$ cat config.mk
export PLATFORM = sky130hd
export DESIGN_NAME = pbp_front
export DESIGN_NICKNAME = d
export VERILOG_FILES = /design/src/hdl/pbp_pkg.sv /design/src/hdl/pbp_front.sv
export SDC_FILE = /design/constraint.sdc
export NUM_CORES = 2
export LEC_CHECK = 0
export BUFFER_PORTS_ARGS = -buffer_cell sky130_fd_sc_hd__buf_2
export CORE_MARGIN = 2
export CORE_UTILIZATION = 50
export DETAILED_ROUTE_END_ITERATION = 8
export PLACE_DENSITY = 0.76
export SLEW_MARGIN = 20
export SYNTH_ARGS = -nofsm -noshare
export SYNTH_HDL_FRONTEND = slang
export SYNTH_SLANG_ARGS = --single-unit
$ cat constraint.sdc
create_clock -name clock -period 6.59 [get_ports clock]
set_input_delay 0.3295 -clock clock [delete_from_list [all_inputs] [get_ports clock]]
set_output_delay 0.3295 -clock clock [all_outputs]
set_load 0.01 [all_outputs]
$ cat src/hdl/pbp_pkg.sv
// ----------------------------------------------------------------------------
// pbp_pkg
// Types and constants shared by the point to scan bin projector.
// ----------------------------------------------------------------------------
`timescale 1ns / 1ps
`default_nettype none

package pbp_pkg;

   // Point kinds.
   localparam logic [1:0] KIND_SERVICE  = 2'd0;
   localparam logic [1:0] KIND_NARROW   = 2'd1;
   localparam logic [1:0] KIND_WIDE     = 2'd2;
   localparam logic [1:0] KIND_RESERVED = 2'd3;

   // Configuration register indexes.
   localparam logic [1:0] REG_SERVICE_ENABLE    = 2'd0;
   localparam logic [1:0] REG_SERVICE_RADIUS_SQ = 2'd1;
   localparam logic [1:0] REG_BLOCK_RADIUS_SQ   = 2'd2;
   localparam logic [1:0] REG_WIDE_RANGE_OFFSET = 2'd3;

   // Datapath widths.
   localparam int CX_W       = 44;
   localparam int Z_W        = 29;
   localparam int ANG_W      = 30;
   localparam int SQRT_STEPS = 16;

   // Angles are in units of 2^-24 rad.
   localparam logic signed [ANG_W-1:0] ANG_PI    = 30'sd52707179;
   localparam logic signed [ANG_W-1:0] ANG_TWOPI = 30'sd105414358;

   // One bin is 0.007 rad, that is 7 * 2^24 / 1000 angle units.
   localparam logic [9:0]  BIN_NUM   = 10'd1000;
   localparam int          BIN_SHIFT = 24;
   localparam logic [13:0] RECIP7    = 14'd9362;
   localparam int          RECIP7_SH = 16;

   localparam logic [23:0] ATAN_TAB [24] = '{
      24'd13176795, 24'd7778716, 24'd4110060, 24'd2086331,
      24'd1047214,  24'd524117,  24'd262123,  24'd131069,
      24'd65536,    24'd32768,   24'd16384,   24'd8192,
      24'd4096,     24'd2048,    24'd1024,    24'd512,
      24'd256,      24'd128,     24'd64,      24'd32,
      24'd16,       24'd8,       24'd4,       24'd2
   };

   typedef struct packed {
      logic signed [23:0] robot_x;
      logic signed [23:0] robot_y;
      logic signed [15:0] robot_yaw;
      logic signed [23:0] point_x;
      logic signed [23:0] point_y;
      logic [1:0]         point_kind;
   } req_type;

   typedef struct packed {
      logic        hit;
      logic [9:0]  center_bin;
      logic [3:0]  half_width;
      logic [15:0] range_value;
   } rsp_type;

   // Control that travels with an item through the pipeline.
   typedef struct packed {
      logic               valid;
      logic               keep;
      logic [1:0]         kind;
      logic signed [15:0] yaw;
   } tag_type;

endpackage

`default_nettype wire

$ cat src/hdl/pbp_front.sv
// ----------------------------------------------------------------------------
// pbp_front
// Offsets, squared distance, radius test and rotation start values.
// ----------------------------------------------------------------------------
`timescale 1ns / 1ps
`default_nettype none

module pbp_front import pbp_pkg::*; (
   input  wire logic                    clock,
   input  wire logic                    reset,
   input  wire logic                    in_valid,
   input  wire req_type                 req,
   input  wire logic                    service_enable,
   input  wire logic [15:0]             service_radius_sq,
   input  wire logic [15:0]             block_radius_sq,
   output tag_type                      out_tag,
   output logic signed [CX_W-1:0]       out_cx,
   output logic signed [CX_W-1:0]       out_cy,
   output logic signed [Z_W-1:0]        out_z,
   output logic [31:0]                  out_rad
);

   // Stage A: offsets.
   logic               a_valid_ff;
   logic [1:0]         a_kind_ff;
   logic signed [15:0] a_yaw_ff;
   logic signed [24:0] a_dx_ff, a_dy_ff;

   always_ff @(posedge clock) begin
      a_dx_ff   <= 25'(req.point_x) - 25'(req.robot_x);
      a_dy_ff   <= 25'(req.point_y) - 25'(req.robot_y);
      a_kind_ff <= req.point_kind;
      a_yaw_ff  <= req.robot_yaw;
      if (reset) begin
         a_valid_ff <= 1'b0;
      end else begin
         a_valid_ff <= in_valid;
      end
   end

   // Stage B: squares.
   logic               b_valid_ff;
   logic [1:0]         b_kind_ff;
   logic signed [15:0] b_yaw_ff;
   logic signed [24:0] b_dx_ff, b_dy_ff;
   logic signed [49:0] b_dx2_ff, b_dy2_ff;

   always_ff @(posedge clock) begin
      b_dx2_ff <= a_dx_ff * a_dx_ff;
      b_dy2_ff <= a_dy_ff * a_dy_ff;
      // A zero x offset counts as one LSB for the bearing only.
      b_dx_ff  <= (a_dx_ff == 25'sd0) ? 25'sd1 : a_dx_ff;
      b_dy_ff  <= a_dy_ff;
      b_kind_ff <= a_kind_ff;
      b_yaw_ff  <= a_yaw_ff;
      if (reset) begin
         b_valid_ff <= 1'b0;
      end else begin
         b_valid_ff <= a_valid_ff;
      end
   end

   // Stage C: radius test and rotation start.
   logic [50:0]           dist_sum;
   logic [15:0]           radius;
   logic                  keep_in;
   logic signed [CX_W-1:0] dxw, dyw, cx_in, cy_in;
   logic signed [Z_W-1:0]  z_in;

   always_comb begin
      dist_sum = 51'($unsigned(b_dx2_ff)) + 51'($unsigned(b_dy2_ff));
      radius   = (b_kind_ff == KIND_SERVICE) ? service_radius_sq : block_radius_sq;
      keep_in  = (dist_sum <= 51'({radius, 16'h0000}))
               && (b_kind_ff == KIND_SERVICE || b_kind_ff == KIND_NARROW
                   || b_kind_ff == KIND_WIDE)
               && !(b_kind_ff == KIND_SERVICE && !service_enable);
      dxw = CX_W'(b_dx_ff);
      dyw = CX_W'(b_dy_ff);
      // A negative x offset is turned over by pi so the rotation converges.
      if (b_dx_ff < 25'sd0) begin
         cx_in = (-dxw) <<< 16;
         cy_in = (-dyw) <<< 16;
         z_in  = (b_dy_ff >= 25'sd0) ? Z_W'(ANG_PI) : Z_W'(-ANG_PI);
      end else begin
         cx_in = dxw <<< 16;
         cy_in = dyw <<< 16;
         z_in  = '0;
      end
   end

   always_ff @(posedge clock) begin
      out_tag.keep <= keep_in;
      out_tag.kind <= b_kind_ff;
      out_tag.yaw  <= b_yaw_ff;
      out_cx       <= cx_in;
      out_cy       <= cy_in;
      out_z        <= z_in;
      out_rad      <= dist_sum[31:0];
      if (reset) begin
         out_tag.valid <= 1'b0;
      end else begin
         out_tag.valid <= b_valid_ff;
      end
   end

endmodule

`default_nettype wire

# Yosys cells after proc, flatten, opt, wreduce, memory -nomap -nowiden
# Index checks and enable logic that the tools add are counted.
dict set report totals {
  rom_bits 0
  out_inout_bits 169
  memories 0
  mem_bits_rw 0
  register_bits 407
  latch_bits 0
  input_bits 150
}
dict set report op_classes {
  addsub 5
  n_reduce_logical 9
  bitwise 0
  mux 4
  div_mod_pow 0
  mul 2
  shift 0
  magnitude_cmp 3
  eq_ne 2
}
# op n
set op_table {}
lappend op_table {{25-bit by 25-bit multiplier with 50-bit output} 2}
lappend op_table {{44-bit 2-to-1 mux} 2}
lappend op_table {{25-bit negator with 28-bit output} 2}
lappend op_table {{50-bit by 50-bit adder with 51-bit output} 1}
lappend op_table {{51-bit by 32-bit less-or-equal comparator with 1-bit output} 1}
lappend op_table {{24-bit by 24-bit subtractor with 25-bit output} 2}
lappend op_table {{29-bit 2-to-1 mux} 1}
lappend op_table {{25-bit by 1-bit greater-or-equal comparator with 1-bit output, second input constant} 1}
lappend op_table {{25-bit logical NOT} 1}
lappend op_table {{25-bit by 1-bit < comparator with 1-bit output, second input constant} 1}
lappend op_table {{16-bit 2-to-1 mux} 1}
lappend op_table {{1-bit logical AND} 3}
lappend op_table {{2-bit by 1-bit == test with 1-bit output, second input constant} 1}
lappend op_table {{2-bit == test, second input constant} 1}
lappend op_table {{1-bit logical NOT} 2}
lappend op_table {{2-bit logical NOT} 1}
lappend op_table {{1-bit logical OR} 2}

# Depth between registers and ports, before layout
dict set report logic_depth {
  ltp_word 5
  depth_mapped 30
}

# Least setup slack after synthesis
# OpenSTA, ideal clock, no wires.
dict set report synth_path {
  kind {reg-to-reg}
  startpoint {register a_dy_ff[15]}
  endpoint {register b_dy2_ff[48]}
  synth_period_minus_slack_ns 7.268
  t_arrival_ns 7.141
  n_path_buf 1
  setup_time_ns 0.127
  stages_incl_launch_ff 29
  setup_slack_ns -0.678
  path_cell_list {dfxtp_1 -> clkbuf_1 -> nand2_1 -> fa_1 -> inv_1 -> fa_1 -> inv_1 -> fa_1 -> inv_1 -> fa_1 -> inv_1 -> fa_1 -> inv_1 -> fa_1 -> inv_1 -> fa_1 -> inv_1 -> ha_1 -> a21o_1 -> a21o_1 -> a2111oi_0 -> nor2_1 -> a31oi_1 -> o21ai_0 -> a211oi_1 -> o31ai_1 -> a31oi_1 -> o21ai_0 -> xor2_1}
}
dict set report synth_via {
  elab_chain_len 1
}
# item line
set synth_lines {}
lappend synth_lines {{start: declaration} pbp_front.sv:27} ;# logic signed [24:0] a_dx_ff, a_dy_ff;
lappend synth_lines {{start signal: assignment} pbp_front.sv:31} ;# a_dy_ff <= 25'(req.point_y) - 25'(req.robot_y);
lappend synth_lines {{25-bit by 25-bit multiplier with 50-bit output} pbp_front.sv:50} ;# b_dy2_ff <= a_dy_ff * a_dy_ff;
lappend synth_lines {{end signal: assignment} pbp_front.sv:50}
lappend synth_lines {{end: declaration} pbp_front.sv:46} ;# logic signed [49:0] b_dx2_ff, b_dy2_ff;
# Every way passes these cells.
# A chain may end at the register's enable or synchronous reset.

# Worst setup path in the final report
dict set report layout_path {
  startpoint {register a_dx_ff[14]}
  endpoint {register b_dx2_ff[39]}
}
dict set report layout_via {
  elab_chain_len 1
}
# item line
set layout_lines {}
lappend layout_lines {{start: declaration} pbp_front.sv:27}
lappend layout_lines {{start signal: assignment} pbp_front.sv:30} ;# a_dx_ff <= 25'(req.point_x) - 25'(req.robot_x);
lappend layout_lines {{25-bit by 25-bit multiplier with 50-bit output} pbp_front.sv:49} ;# b_dx2_ff <= a_dx_ff * a_dx_ff;
lappend layout_lines {{end signal: assignment} pbp_front.sv:49}
lappend layout_lines {{end: declaration} pbp_front.sv:46}
# Every way passes these cells.

==> results by group <==
Critical path
  • Crit start category: flip-flop
  • Crit path largest cell delay: 550 ps
  • Crit-path max FO: 4
  • Setup CP Type: reg2reg
  • Critical Path End Type: flip-flop
  • Slowest cell on crit path: fa_1
  • Most frequent CP cell: fa_1
  • CP arrival: 7450 ps
  • Critical Path RT: ~7100 ps

Clocking
  • Clk slew on worst S/H paths: around 70 ps
  • Clk Latency, worst-skew pair: roughly 640 ps
  • Root buf cell: clkbuf_16
  • CTS Sinks: 346
  • CTS tree: done
  • Max Root-Sink Buffers: 3
  • Total CTS buffers: 43
  • CTS H-tree depth: 2

Synth
  • Ys async rst share: 0
  • Yosys Warn Count: 0
  • Mapped Area: approximately 55000 um^2
  • Number of synthesized register bits: roughly 350
  • Ys flop type: dfxtp_1
  • Number of synthesized flops with an enable pin: 0
  • Syn Inst Count: 5620
  • Synthesized area per cell: 9.734 um^2
  • Top cell type's share of synthesized area: 0.4454
  • Post-synthesis sequential area ratio: 0.1266
  • Leading post-synthesis cells by cell area: fa_1 45%, dfxtp_1 13%, inv_1 10%, ha_1 9.7%, nand2_1 3.1%
  • Netlist cell types: 90
  • Largest area contributor in the netlist: fa_1

Drt
  • Routed via count: 40670
  • Total wire length: 143000 um
  • Final ANT Viol Nets: 0
  • First-pass iteration count of the detailed router: 5
  • DR vias/cell: approximately 5
  • Residual DRC: 0
  • DRT iter0 DRCs: 2163
  • Post-DR wirelength/cell: 18.06 um

Timing
  • Final hold vios: 0
  • RSZ-0062 raised after global routing: yes
  • Final Setup Violations: 33
  • Fin. max-slew vios: 0
  • Worst relative slew slack: 0.2188
  • Skew final: 32.34 ps
  • Tcrit/Tclk final: 1.050
  • Worst-margin pin slew: 1172 ps
  • Peak Freq: ~140 MHz
  • Minimum clock period: just under 7000 ps
  • Worst setup margin: -327.1 ps

Cells and area
  • Area added between synthesis and finish: 20.75%
  • Final net count: 8256
  • Final instance area: around 66000 um^2
  • Final Core Density: 0.6077
  • Layout cells sized above 1: 0.2138

Global routing
  • Vias in the first global route: 45130
  • Grt ovf: 0
  • Total GRT Usage: 0.2600
  • Initial antenna violation count: 9
  • Largest net degree at the start of global routing: 29
  • Global-route wire length before repair: 229200 um

Flow run
  • Max-cap violations: 0

Hold path
  • Worst hold path type: in2reg

Placed design
  • GPL Wtd Cong: 0.9224
  • Area post-placement: between 60000 and 70000 um^2
  • Port Buffer Count: 286
  • Post-DP HPWL: 119400 um
  • Place WS: -651.5 ps

Die
  • Site Rows: 121
  • I/O pin count: 319
  • Die height: 334.8 um
  • Core Box Area: around 110000 um^2
  • Initial Util: 0.5033
  • Die ar.: 112100 um^2
  • Die width: 334.8 um

Status
  • Outcome: finished, violations left
  • Failing checks: setup timing
-- flip-flops by register name (all words and copies together) (netlist names), 20 cells and up --
name and count:
a_dx_ff 25, a_dy_ff 25, b_dx2_ff 49, b_dx_ff 25
b_dy2_ff 49, b_dy_ff 24, out_cx 28, out_cy 28
out_rad 32, out_tag 20
-- layout by cell type, fill, tap and decap left out, types with 56 or more instances in the layout --
cell        n
a21o_1    106
a21oi_1   112
and2_1    210
buf_2     286
buf_4     593
dfxtp_1   310
fa_1     1182
ha_1      397
inv_1    1450
nand2_1   431
nor2_1    129
nor2b_1    56
o21ai_0    78
xnor2_1   177
xor2_1     61
-- synthesized netlist by cell type, types with 62 or more instances --
cell	instances
nor2_1	147
inv_1	1484
nand2_1	456
clkbuf_1	160
and2_1	228
dfxtp_1	346
o21ai_0	97
ha_1	423
a21oi_1	152
xnor2_1	180
a21o_1	106
xor2_1	62
fa_1	1217
-- final timing paths --
check / cells after the start / end / slack (ps) / from
setup / recovery: 29 / b_dx2_ff[39] / -330 / a_dx_ff[14]
hold / removal: 3 / a_dx_ff[1] / 40 / req[91]
setup reg to reg: 29 / b_dx2_ff[39] / -330 / a_dx_ff[14]
hold reg to reg: 0 / b_yaw_ff[2] / 320 / a_yaw_ff[2]
-- stage by stage --
step	hold slack [ps]	TNS, ps	std cells
after global placement	309.9	-11380	7732
after CTS	13.84	-3203	7887
final	39.14	-6415	7918
after detailed placement	312.1	-15840	7732
after global routing	48.32	-13730	7915
after floorplan	309.6	-88.50	5654
-- routing by layer --
| layer | vias to the layer above | part of all wire | GRT usage |
|---|---|---|---|
| met5 | - | 0.00026 | 0 |
| met2 | 1303 | 0.50 | 0.4495 |
| met3 | 382 | 0.067 | 0.04366 |
| met4 | 6 | 0.043 | 0.1028 |
| met1 | 20590 | 0.39 | 0.3248 |
| li1 | 18390 | - | - |
-- timing repair --
action / CTS / global route
hold buffers: 22 / 0
hold endpoints to repair: 23 / 0
pin swaps: 90 / 126
setup endpoints to repair: 46 / 56
cloned: 1 / 2
buffers inserted: 54 / 31
resized for setup: 187 / 218
-- cell type report --
cell class	instances	area [um^2]
Multi-Input combinational cell	3596	42610
Inverter	1484	5580
Fill cell	8661	42650
Sequential cell	346	7012
Antenna cell	4	10.01
Clock buffer	49	1139
Clock inverter	30	400.4
Timing Repair Buffer	995	7538
Tap cell	1414	1769
-- critical path, delay by kind of cell (launching register included) --
kind,cells,cell delay [ps]
compound gates,6,1160
xor+xnor,1,150
fa+ha+maj,8,3770
buf+inv,9,760
flops,1,370
simple gates,5,610
-- logic make-up after synthesis --
family | after synthesis | share of synthesized area
AND/OR/NAND/NOR | 1093 | 0.09753
buffers and inverters | 1712 | 0.1217
AO/OA/AOI/OAI | 560 | 0.06839
adder cells (fa/ha/maj) | 1640 | 0.5421
XOR/XNOR | 242 | 0.03874
other | 1 | 0.00006855
flip-flops | 346 | 0.1266
multiplexers | 26 | 0.004894
Power is not shown: default switching activity piles up to over one toggle a cycle in this logic, so the estimate is an artifact.
