==> src/hdl/pbp_pkg.sv <==
// ----------------------------------------------------------------------------
// pbp_pkg
// Types and constants shared by the point to scan bin projector.
// ----------------------------------------------------------------------------
`timescale 1ns / 1ps
`default_nettype none

package pbp_pkg;

   // Point kinds.
   localparam logic [1:0] KIND_SERVICE  = 2'd0;
   localparam logic [1:0] KIND_NARROW   = 2'd1;
   localparam logic [1:0] KIND_WIDE     = 2'd2;
   localparam logic [1:0] KIND_RESERVED = 2'd3;

   // Configuration register indexes.
   localparam logic [1:0] REG_SERVICE_ENABLE    = 2'd0;
   localparam logic [1:0] REG_SERVICE_RADIUS_SQ = 2'd1;
   localparam logic [1:0] REG_BLOCK_RADIUS_SQ   = 2'd2;
   localparam logic [1:0] REG_WIDE_RANGE_OFFSET = 2'd3;

   // Datapath widths.
   localparam int CX_W       = 44;
   localparam int Z_W        = 29;
   localparam int ANG_W      = 30;
   localparam int SQRT_STEPS = 16;

   // Angles are in units of 2^-24 rad.
   localparam logic signed [ANG_W-1:0] ANG_PI    = 30'sd52707179;
   localparam logic signed [ANG_W-1:0] ANG_TWOPI = 30'sd105414358;

   // One bin is 0.007 rad, that is 7 * 2^24 / 1000 angle units.
   localparam logic [9:0]  BIN_NUM   = 10'd1000;
   localparam int          BIN_SHIFT = 24;
   localparam logic [13:0] RECIP7    = 14'd9362;
   localparam int          RECIP7_SH = 16;

   localparam logic [23:0] ATAN_TAB [24] = '{
      24'd13176795, 24'd7778716, 24'd4110060, 24'd2086331,
      24'd1047214,  24'd524117,  24'd262123,  24'd131069,
      24'd65536,    24'd32768,   24'd16384,   24'd8192,
      24'd4096,     24'd2048,    24'd1024,    24'd512,
      24'd256,      24'd128,     24'd64,      24'd32,
      24'd16,       24'd8,       24'd4,       24'd2
   };

   typedef struct packed {
      logic signed [23:0] robot_x;
      logic signed [23:0] robot_y;
      logic signed [15:0] robot_yaw;
      logic signed [23:0] point_x;
      logic signed [23:0] point_y;
      logic [1:0]         point_kind;
   } req_type;

   typedef struct packed {
      logic        hit;
      logic [9:0]  center_bin;
      logic [3:0]  half_width;
      logic [15:0] range_value;
   } rsp_type;

   // Control that travels with an item through the pipeline.
   typedef struct packed {
      logic               valid;
      logic               keep;
      logic [1:0]         kind;
      logic signed [15:0] yaw;
   } tag_type;

endpackage

`default_nettype wire

==> src/hdl/pbp_back.sv <==
// ----------------------------------------------------------------------------
// pbp_back
// Yaw correction, bin division, bin wrap and range offset.
// ----------------------------------------------------------------------------
`timescale 1ns / 1ps
`default_nettype none

module pbp_back import pbp_pkg::*; #(
   parameter int SCAN_BINS         = 898,
   parameter int WIDE_HALF_WIDTH   = 10,
   parameter int NARROW_HALF_WIDTH = 1
) (
   input  wire logic                  clock,
   input  wire logic                  reset,
   input  wire tag_type               in_tag,
   input  wire logic signed [Z_W-1:0] in_z,
   input  wire logic [15:0]           in_root,
   input  wire logic [7:0]            wide_range_offset,
   output logic                       rsp_strobe,
   output rsp_type                    rsp_data
);

   localparam int          MOD_SH    = 24;
   localparam logic [24:0] MOD_RECIP = 25'((1 << MOD_SH) / SCAN_BINS);
   localparam logic [13:0] NBINS     = 14'(SCAN_BINS);
   localparam logic [3:0]  HW_WIDE   = 4'(WIDE_HALF_WIDTH);
   localparam logic [3:0]  HW_NARROW = 4'(NARROW_HALF_WIDTH);

   // Stage 1: bearing relative to the heading, wrapped and shifted to [0, 2pi].
   logic                    s1_valid_ff, s1_keep_ff;
   logic [26:0]             s1_ang_ff;
   logic [15:0]             s1_range_ff;
   logic [3:0]              s1_hw_ff;
   logic signed [ANG_W-1:0] a0, a1, a2, a3;
   logic [15:0]             range_in;
   logic [3:0]              hw_in;

   always_comb begin
      a0 = ANG_W'(in_z) - (ANG_W'(in_tag.yaw) <<< 11);
      a1 = (a0 < -ANG_PI) ? a0 + ANG_TWOPI : a0;
      a2 = (a1 > ANG_PI) ? a1 - ANG_TWOPI : a1;
      a3 = a2 + ANG_PI;
      if (a3 < 0) begin
         a3 = '0;
      end
      unique case (in_tag.kind)
         KIND_WIDE: begin
            hw_in    = HW_WIDE;
            range_in = (in_root > 16'(wide_range_offset))
                     ? in_root - 16'(wide_range_offset) : 16'd0;
         end
         KIND_NARROW: begin
            hw_in    = HW_NARROW;
            range_in = in_root;
         end
         default: begin
            hw_in    = 4'd0;
            range_in = in_root;
         end
      endcase
   end

   always_ff @(posedge clock) begin
      s1_ang_ff   <= a3[26:0];
      s1_range_ff <= range_in;
      s1_hw_ff    <= hw_in;
      s1_keep_ff  <= in_tag.keep;
      if (reset) begin
         s1_valid_ff <= 1'b0;
      end else begin
         s1_valid_ff <= in_tag.valid;
      end
   end

   // Stage 2: scale by 1000 / 2^24.
   logic        s2_valid_ff, s2_keep_ff;
   logic [12:0] s2_q_ff;
   logic [15:0] s2_range_ff;
   logic [3:0]  s2_hw_ff;
   logic [36:0] scaled;

   assign scaled = 37'(s1_ang_ff) * 37'(BIN_NUM);

   always_ff @(posedge clock) begin
      s2_q_ff     <= scaled[BIN_SHIFT +: 13];
      s2_range_ff <= s1_range_ff;
      s2_hw_ff    <= s1_hw_ff;
      s2_keep_ff  <= s1_keep_ff;
      if (reset) begin
         s2_valid_ff <= 1'b0;
      end else begin
         s2_valid_ff <= s1_valid_ff;
      end
   end

   // Stage 3: quotient estimate for the division by seven.
   logic        s3_valid_ff, s3_keep_ff;
   logic [12:0] s3_q_ff;
   logic [10:0] s3_qe_ff;
   logic [15:0] s3_range_ff;
   logic [3:0]  s3_hw_ff;
   logic [26:0] p7;

   assign p7 = 27'(s2_q_ff) * 27'(RECIP7);

   always_ff @(posedge clock) begin
      s3_qe_ff    <= p7[RECIP7_SH +: 11];
      s3_q_ff     <= s2_q_ff;
      s3_range_ff <= s2_range_ff;
      s3_hw_ff    <= s2_hw_ff;
      s3_keep_ff  <= s2_keep_ff;
      if (reset) begin
         s3_valid_ff <= 1'b0;
      end else begin
         s3_valid_ff <= s2_valid_ff;
      end
   end

   // Stage 4: the estimate is low by at most one.
   logic        s4_valid_ff, s4_keep_ff;
   logic [10:0] s4_bin_ff;
   logic [15:0] s4_range_ff;
   logic [3:0]  s4_hw_ff;
   logic [12:0] r7;

   assign r7 = s3_q_ff - ((13'(s3_qe_ff) << 3) - 13'(s3_qe_ff));

   always_ff @(posedge clock) begin
      s4_bin_ff   <= (r7 >= 13'd7) ? s3_qe_ff + 11'd1 : s3_qe_ff;
      s4_range_ff <= s3_range_ff;
      s4_hw_ff    <= s3_hw_ff;
      s4_keep_ff  <= s3_keep_ff;
      if (reset) begin
         s4_valid_ff <= 1'b0;
      end else begin
         s4_valid_ff <= s3_valid_ff;
      end
   end

   // Stage 5: quotient estimate for the wrap by the bin count.
   logic        s5_valid_ff, s5_keep_ff;
   logic [10:0] s5_bin_ff;
   logic [11:0] s5_qm_ff;
   logic [15:0] s5_range_ff;
   logic [3:0]  s5_hw_ff;
   logic [35:0] pm;

   assign pm = 36'(s4_bin_ff) * 36'(MOD_RECIP);

   always_ff @(posedge clock) begin
      s5_qm_ff    <= pm[MOD_SH +: 12];
      s5_bin_ff   <= s4_bin_ff;
      s5_range_ff <= s4_range_ff;
      s5_hw_ff    <= s4_hw_ff;
      s5_keep_ff  <= s4_keep_ff;
      if (reset) begin
         s5_valid_ff <= 1'b0;
      end else begin
         s5_valid_ff <= s4_valid_ff;
      end
   end

   // Stage 6: remainder and result register. A dropped point reads all zero.
   logic [25:0] qn;
   logic [13:0] rm, rm_fix;
   logic        rsp_strobe_ff;
   rsp_type     rsp_data_ff;

   always_comb begin
      qn     = 26'(s5_qm_ff) * 26'(NBINS);
      rm     = 14'(s5_bin_ff) - qn[13:0];
      rm_fix = (rm >= NBINS) ? rm - NBINS : rm;
   end

   always_ff @(posedge clock) begin
      rsp_data_ff.hit         <= s5_keep_ff;
      rsp_data_ff.center_bin  <= s5_keep_ff ? rm_fix[9:0] : 10'd0;
      rsp_data_ff.half_width  <= s5_keep_ff ? s5_hw_ff : 4'd0;
      rsp_data_ff.range_value <= s5_keep_ff ? s5_range_ff : 16'd0;
      if (reset) begin
         rsp_strobe_ff <= 1'b0;
      end else begin
         rsp_strobe_ff <= s5_valid_ff;
      end
   end

   assign rsp_strobe = rsp_strobe_ff;
   assign rsp_data   = rsp_data_ff;

endmodule

`default_nettype wire

==> config.mk <==
export PLATFORM = sky130hd
export DESIGN_NAME = pbp_back
export DESIGN_NICKNAME = d
export VERILOG_FILES = /design/src/hdl/pbp_pkg.sv /design/src/hdl/pbp_back.sv
export SDC_FILE = /design/constraint.sdc
export NUM_CORES = 1
export LEC_CHECK = 0
export ABC_AREA = 1
export ABC_CLOCK_PERIOD_IN_PS = 15000
export BUFFER_PORTS_ARGS = -buffer_cell sky130_fd_sc_hd__buf_2
export CAP_MARGIN = 15
export CORE_ASPECT_RATIO = 1.1
export CORE_MARGIN = 2
export CORE_UTILIZATION = 40
export CTS_CLUSTER_SIZE = 24
export DETAILED_ROUTE_END_ITERATION = 8
export SLEW_MARGIN = 20
export SYNTH_ARGS = -nofsm -noshare
export SYNTH_HDL_FRONTEND = slang
export SYNTH_SLANG_ARGS = --single-unit
export TNS_END_PERCENT = 30
==> constraint.sdc <==
create_clock -name clock -period 15 [get_ports clock]
set_input_delay 0 -clock clock [delete_from_list [all_inputs] [get_ports clock]]
set_output_delay 0 -clock clock [all_outputs]
set_load 0.02 [all_outputs]
Word-level counts from Yosys, hierarchy flattened
Index checks and enable logic that the tools add are counted.
Word-level totals
  input port bits: 75
  word-level logic and storage cells: 61
  register bits: 230
  output and inout port bits: 32
Operators by class
  $add $sub $neg: 10
  eq/ne operators: 2
  muxes and demuxes: 7
  multipliers: 4
  order comparisons: 6
Operators with widths (count)
  30-bit 2-to-1 mux: 2
  27-bit by 7-bit multiplier with 34-bit output (second input constant): 1
  16-bit 2-to-1 mux: 2
  30-bit by 27-bit adder with 30-bit output (second input constant): 1
  30-bit by 28-bit adder with 30-bit output (second input constant): 1
  30-bit by 27-bit > comparator with 1-bit output (second input constant): 1
  30-bit by 1-bit less-than comparator with 1-bit output (second input constant): 1
  30-bit by 27-bit less-than comparator with 1-bit output (second input constant): 1
  29-bit by 27-bit subtractor with 30-bit output: 1
  30-bit by 28-bit subtractor with 30-bit output (second input constant): 1
  13-bit by 13-bit multiplier with 26-bit output (second input constant): 1
  11-bit by 14-bit multiplier with 25-bit output (second input constant): 1
  16-bit by 8-bit > comparator with 1-bit output: 1
  16-bit by 8-bit subtractor with 16-bit output: 1
  14-bit by 10-bit >= comparator with 1-bit output (second input constant): 1
  13-bit by 3-bit >= comparator with 1-bit output (second input constant): 1
  11-bit by 12-bit subtractor with 13-bit output: 1
  13-bit by 11-bit subtractor with 13-bit output: 1
  13-bit subtractor: 1
  11-bit by 1-bit adder with 11-bit output (second input constant): 1
  2-bit by 9-bit multiplier with 11-bit output (second input constant): 1
  11-bit 2-to-1 mux: 1
  10-bit 2-to-1 mux: 1
  10-bit by 8-bit subtractor with 10-bit output (second input constant): 1
  3 further kinds: 3

Longest topological paths before layout
Gate-level depths: netlist (run 1).
  word-level depth: 7
  gate-level depth with buffers: 46
  gate-level depth less buffers: 44

Worst setup path after synthesis (run 1)
No wires, ideal clock.
  path kind: register to register
  from: register s1_ang_ff[6]
  to: register s2_q_ff[5]
  stages on the path, launching flop included: 24
  arrival time: 4618 ps
  required time: 14928 ps
  buffers on the path: 0
  clock period less this slack: 4691 ps
  library setup time: 72 ps
  setup slack: 10309 ps
  path through: dfxtp_1 fa_1 fa_1 fa_1 fa_1 ha_1 a21oi_1 o221ai_1 nand3_1 nand2_1 a21oi_1 o221ai_1 nand2_1 inv_1 nor2_1 inv_1 a21oi_1 inv_1 a21oi_1 inv_1 a21oi_1 inv_1 a21oi_1 xnor2_1
On the way
  word-level cells in the longest chain between the ends: 1
RTL lines
  from (decl): RTL line pbp_back.sv:31  | logic [26:0] s1_ang_ff;
  from (signal assigned): RTL line pbp_back.sv:64  | s1_ang_ff <= a3[26:0];
  27-bit by 7-bit multiplier with 34-bit output: RTL line pbp_back.sv:82  | assign scaled = 37'(s1_ang_ff) * 37'(BIN_NUM);
  named net scaled[29]: RTL line pbp_back.sv:80  | logic [36:0] scaled;
  to (signal assigned): RTL line pbp_back.sv:85  | s2_q_ff <= scaled[BIN_SHIFT +: 13];
  to (decl): RTL line pbp_back.sv:77  | logic [12:0] s2_q_ff;
The timed path passes the listed nets, and every way through them passes these cells.
A chain may end at the register's enable or synchronous reset.

Worst setup path in the final report (run 1)
  from: input port in_tag[0] in the netlist's numbering
  to: register s1_ang_ff[16]
On the way
  word-level cells in the longest chain between the ends: 7
RTL lines
  from (decl): RTL line pbp_back.sv:15  | input wire tag_type in_tag,
  29-bit by 27-bit subtractor with 30-bit output *: RTL line pbp_back.sv:39  | a0 = ANG_W'(in_z) - (ANG_W'(in_tag.yaw) <<< 11);
  30-bit by 28-bit adder with 30-bit output / 30-bit by 27-bit less-than comparator with 1-bit output (equally long branches): RTL line pbp_back.sv:40  | a1 = (a0 < -ANG_PI) ? a0 + ANG_TWOPI : a0;
  30-bit 2-to-1 mux *: RTL line pbp_back.sv:40
  30-bit by 28-bit subtractor with 30-bit output / 30-bit by 27-bit > comparator with 1-bit output (equally long branches): RTL line pbp_back.sv:41  | a2 = (a1 > ANG_PI) ? a1 - ANG_TWOPI : a1;
  30-bit 2-to-1 mux *: RTL line pbp_back.sv:41
  30-bit by 27-bit adder with 30-bit output *: RTL line pbp_back.sv:42  | a3 = a2 + ANG_PI;
  30-bit by 1-bit less-than comparator with 1-bit output: RTL line pbp_back.sv:43  | if (a3 < 0) begin
Mark *: on every way between the ends. The rest lies on a longest branch, timed or not.

==> metrics.txt, run 1 <==
final core utilization=44.89%; vias in the first global route=about 17000; DR pass1 iterations=6; RSZ-0062 raised after global routing=no; CP Capture Type=flop; fmax=180.6 MHz; asr flop ratio synth=0%; total gr overflow=0; io pins=107; Worst path max stage delay=0.65 ns; measured slew at the worst slew-check pin=0.9032 ns; synthesized net count=approximately 3100; Vias=16509; Tot GR Track Use=19.17%; root buffer cell=clkbuf_16; post-synthesis mux area share=0%; Synth Register Bits=218; clk sink count=218; area leader, netlist=dfxtp_1; synth unique cells=54; Post-synth EDFFs=0; Gate Count Post-Synth=2614; Adder-Cell Fraction of Synth Area=33.22%; Initial DRC Count=around 770; largest net degree at the start of global routing=36; Worst path top cell family by delay=simple AND/OR/NAND/NOR gates; fraction of layout instances using a drive strength above 1=7.962%; top_reg_cell synth=dfxtp_1; most used cell, CP=nand2_1; Compound-Gate Fraction of Synth Area=5.711%; TritonCTS clock tree=yes; Final Skew=0.01270 ns; wire per inst=14.20 um; Crit Path Max Fanout=35; top area cells in the synthesized netlist=dfxtp_1, fa_1, ha_1; Critical path buffers and inverters=4; Worst-Skew Late Latency=0.50 ns; crit path DAT=5.93 ns; Setup TNS=0 ns; # diodes=0; Cell Area, Synth=roughly 0.02 sq mm; row count=85; Layout area overhead=10.87%; initial antenna violation count=0; Worst EP required=15.39 ns; H-tree levels=1; main combinational cell family by area after synthesis=adder cells; max-slew violations=0; Clock Path Buffers=3; Slew HR=between 30 and 40%; synthesized area per cell=7.594 sq um; Simple-Gate Fraction of Synth Area=25.24%; most frequent cell after synthesis=nand2_1; DRC viols=0; CP startpoint kind=primary input; DP Wirelength=about 41000 um; RePlAce Congestion=a little over 0.9; Hold WC Path Type=primary input to flop; final hold violation count=0; die area=0.05143 sq mm; Period Utilization, post-route=a little under two fifths; Clock Pin Slew Worst Setup and Hold Paths=0.06 ns; chip height=237.6 um; commonest cells in the synthesized netlist=nand2_1, inv_1, ha_1, dfxtp_1, nor2_1; placed instance count=3345; Crit Path Class=primary input to flop; setup violators final=0; Ys Warns=0; final WL=48510 um; minimum clock period=5.537 ns; max-cap violation count=0; Seq/Total Area, Yosys=21.99%; Via density=4.834; Port Buf Inserts=~110; CTS Buf Count=22; CP max stage cell=o21ai_4; CORE AREA=0.04903 sq mm; Synth Area in XOR/XNOR=3.530%; first-pass GRT wire length=roughly 81000 um; Yosys top cell area share=21.99%; Starting Density=between 40 and 50%; Net count, final=3250; Die Width=216.4 um; post-route ant nets=0; status=finished, final reports clean; final non-filler cell total=3415
-- path summary, 6_finish.rpt --
check / start / endpoint / slack [ns] / cells after the start
setup reg to reg: s1_ang_ff[2] / s2_q_ff[5] / 9.71 / 25
hold reg to reg: s2_range_ff[8] / s3_range_ff[8] / 0.31 / 0
setup / recovery: in_tag[0] / s1_ang_ff[16] / 9.46 / 31
hold / removal: in_tag[16] / s1_range_ff[4] / 0.10 / 5
-- per-layer routing --
| metal | wire length (um) | vias to the layer above | part of all wire (%) | GRT usage, % |
|---|---|---|---|---|
| li1 | - | 8450 | - | - |
| met1 | 19700 | 7658 | 41 | 21.83 |
| met2 | 25490 | 299 | 53 | 37.04 |
| met3 | 1341 | 102 | 2.8 | 1.190 |
| met4 | 1981 | 0 | 4.1 | 7.472 |
| met5 | 0 | - | 0 | 0 |
-- worst reg2reg max path, cell delays in order (launching register included) --
cell      delay (ns)
dfxtp_1         0.58
fa_1            0.53
inv_1           0.10
fa_1            0.44
fa_1            0.52
inv_1           0.05
fa_1            0.45
ha_1            0.30
a21oi_1         0.17
o221ai_1        0.15
nand3_1         0.10
nand2_1         0.07
a21oi_1         0.14
o221ai_1        0.15
nand2_1         0.08
inv_1           0.05
nor2_1          0.14
inv_1           0.06
a21oi_1         0.25
inv_1           0.07
a21oi_1         0.21
inv_1           0.06
a21oi_1         0.20
inv_1           0.07
a21oi_1         0.16
xnor2_1         0.13
-- what timing repair did --
item	in CTS	in global routing
hold endpoints to repair	25	0
hold buffers	30	0
setup buffers	0	0
resized for setup	0	0
-- kinds of logic (layout without fill, tap and decap cells) --
group           Yosys count  after routing
compound gates          202            202
xor+xnor                 80             80
fa+ha+maj               428            428
buf+inv                 515            664
flops                   218            218
other cells               1              1
simple gates           1170           1170
-- registers in the layout, indices dropped and copies added, names as in the netlist, 11 cells and up --
| signal | cells |
|---|---|
| s2_range_ff | 16 |
| s3_qe_ff | 11 |
| s5_bin_ff | 11 |
| s4_bin_ff | 11 |
| s1_ang_ff | 27 |
| s1_range_ff | 16 |
| s2_q_ff | 13 |
| s5_range_ff | 16 |
| s3_range_ff | 16 |
| s3_q_ff | 13 |
| rsp_data | 29 |
| s4_range_ff | 16 |
-- layout make-up --
class | instances | area [sq um]
inverter | 489 | 1836
clock inverter | 10 | 102.6
sequential | 218 | 4364
fill | 4948 | 27020
multi-input combinational | 1881 | 13440
timing repair buffer | 135 | 825.8
tap | 652 | 815.8
clock buffer | 30 | 620.6
-- placed cells by master, fill, tap and decap left out, types with 5 or more instances in the layout --
| master | count |
|---|---|
| nand2_2 | 31 |
| nand3b_1 | 9 |
| nand2_1 | 663 |
| nor2_2 | 19 |
| nand4_1 | 41 |
| inv_2 | 7 |
| a31oi_1 | 5 |
| nor2_1 | 203 |
| nand2_4 | 5 |
| o21ai_0 | 50 |
| inv_1 | 481 |
| buf_2 | 105 |
| clkbuf_16 | 22 |
| o221ai_1 | 5 |
| a21oi_1 | 106 |
| o21ai_1 | 9 |
| xnor2_1 | 26 |
| dfxtp_1 | 218 |
| fa_1 | 165 |
| xor2_1 | 54 |
| nor3_1 | 24 |
| nand3_1 | 154 |
| ha_1 | 263 |
| dlygate4sd3_1 | 30 |
-- metrics by stage --
| stage | area, sq um | worst slack [ns] | hold WS (ns) |
|---|---|---|---|
| after global placement | 20980 | 9.117 | 0.1050 |
| after CTS | 22010 | 9.521 | 0.07136 |
| after floorplan | 19850 | 10.31 | 0.02772 |
| final | 22010 | 9.463 | 0.1008 |
| after detailed placement | 20980 | 9.001 | 0.1129 |
| after global routing | 22010 | 8.774 | 0.1272 |
Power of run 1 is not shown: default switching activity piles up to over one toggle a cycle in this logic, so the estimate is an artifact.
==> run 2, diff against run 1 <==
ABC_CLOCK_PERIOD_IN_PS = 5050   (was 15000)
clock period = 5.05 ns   (was 15 ns; I/O delays follow)
==> run 2 against run 1 <==
Compared with the run above:
- die area unchanged
- critical path depth down 8
- routed wire length down 0.59%
==> metrics.txt, run 2 (synthesis gave the netlist of run 1 again) <==
status=finished, final reports clean; fmax=209.9 MHz; final WL=48220 um; root buffer cell=clkbuf_16; final hold violation count=0; Die Width=216.4 um; final non-filler cell total=3656; largest net degree at the start of global routing=35; most frequent cells in the layout=nand2_1, inv_1, ha_1; DR pass1 iterations=5; crit path DAT=5.21 ns; Final Skew=~0.0064 ns; H-tree levels=1; Crit Path Class=flop to flop; Layout area overhead=21.30%; chip height=~240 um; max-slew violations=0; Crit Path Max Fanout=2; RSZ-0062 raised after global routing=yes; min-delay src=wide_range_offset[1]; Clock Pin Slew Worst Setup and Hold Paths=0.06 ns; # diodes=0; vias in the first global route=17784; RePlAce Congestion=0.9833; fillcell total=4799; placed instance count=3577; Initial DRC Count=783; wire per inst=13.19 um; Slew HR=44.01%; post-route ant nets=0; area of the multi-input gates=0.01360 sq mm; Period Utilization, post-route=94.34%; commonest non-fill, non-tap cell in the layout=nand2_1; die area=around 0.051 sq mm; Port Buf Inserts=105; minimum clock period=~4.8 ns; Starting Density=40.49%; io pins=~110; Worst-Skew Late Latency=0.51 ns; FF+latch area=roughly 0.0044 sq mm; first-pass GRT wire length=81430 um; Tot GR Track Use=18.94%; Net count, final=about 3500; max reg flops=29; max-cap violation count=0; initial antenna violation count=0; DP Wirelength=41360 um; fraction of layout instances using a drive strength above 1=16.34%; setup violators final=0; Via density=4.710; Clock Path Buffers=3; row count=85; Worst EP required=5.49 ns; clk sink count=218; CTS Buf Count=23; DRC viols=0; crit path from=s4_bin_ff[3]; Vias=17220; measured slew at the worst slew-check pin=0.8387 ns; worst hold slack=about 0.026 ns; CP Capture Type=flop; TritonCTS clock tree=yes; CORE AREA=0.04903 sq mm; total gr overflow=0; Hold WC Path Type=primary input to flop; CP startpoint kind=flop; Critical R2R Launch=s4_bin_ff[3]
run 2: changes by cell type in the layout (fill, tap and decap cells not counted), sizes merged:
cell | previous run | this run
buf | 105 | 342
bufinv | 1 | 4
dlygate4sd3 | 30 | 33
clkbuf | 30 | 28
inv | 489 | 491
clkinv | 7 | 6
clkinvlp | 2 | 1
run 2: worst paths after layout:
check | endpoint | cells past startpoint | slack (ns)
max reg2reg | s5_qm_ff[1] | 23 | 0.29
min | s1_range_ff[1] | 5 | 0.03
min reg2reg | s3_range_ff[12] | 0 | 0.32
max | s5_qm_ff[1] | 23 | 0.29
run 2: per-stage QoR:
stage | setup WS (ns) | instance area, sq um | utilization (%) | TNS [ns]
finish | 0.2856 | 24080 | 49.11 | 0
global route | -0.02469 | 24080 | 49.11 | -0.04142
CTS | 0.004490 | 23880 | 48.70 | 0
detailed placement | -0.07242 | 22740 | 46.38 | -0.2037
global placement | -0.002302 | 22740 | 46.38 | -0.002302
floorplan | 0.3595 | 19850 | - | 0
run 2: worst max-delay path, cell delays in order, from the launching register on:
cell and delay [ns]:
dfxtp_1 0.33, fa_1 0.59, buf_4 0.13, inv_1 0.04, fa_1 0.47, inv_1 0.04, ha_1 0.27, inv_1 0.05
fa_1 0.52, inv_1 0.05, fa_1 0.47, ha_1 0.30, inv_1 0.06, nor2_1 0.04, o211ai_1 0.15, nand2_1 0.10
a21oi_2 0.17, o21ai_0 0.10, a21oi_1 0.18, o221ai_2 0.12, a21oi_2 0.17, o21bai_2 0.09, a21oi_2 0.13, xnor2_1 0.12
run 2: area by class of cell:
| class | count | share of cell area, % |
|---|---|---|
| flip-flops and latches | 218 | 18.16 |
| inverters | 489 | 7.623 |
| well taps | 652 | 3.388 |
| repair buffers | 375 | 11.01 |
| clock buffers | 28 | 2.510 |
| clock inverters | 13 | 0.8366 |
| multi-input cells | 1881 | 56.47 |
run 2: layer usage:
layer / track usage (%) / wire, um
met5: 0 / 0
met4: 8.904 / 2331
met2: 36.81 / 25220
met1: 20.61 / 19410
met3: 1.497 / 1256
run 2: what timing repair did:
action	CTS	global route
resized for setup	1	40
hold buffers	33	0
hold endpoints to repair	25	0
buffers inserted	0	5
pin swaps	0	39
endpoints found under the setup margin	5	11
Power of run 2 is left out for the same reason.
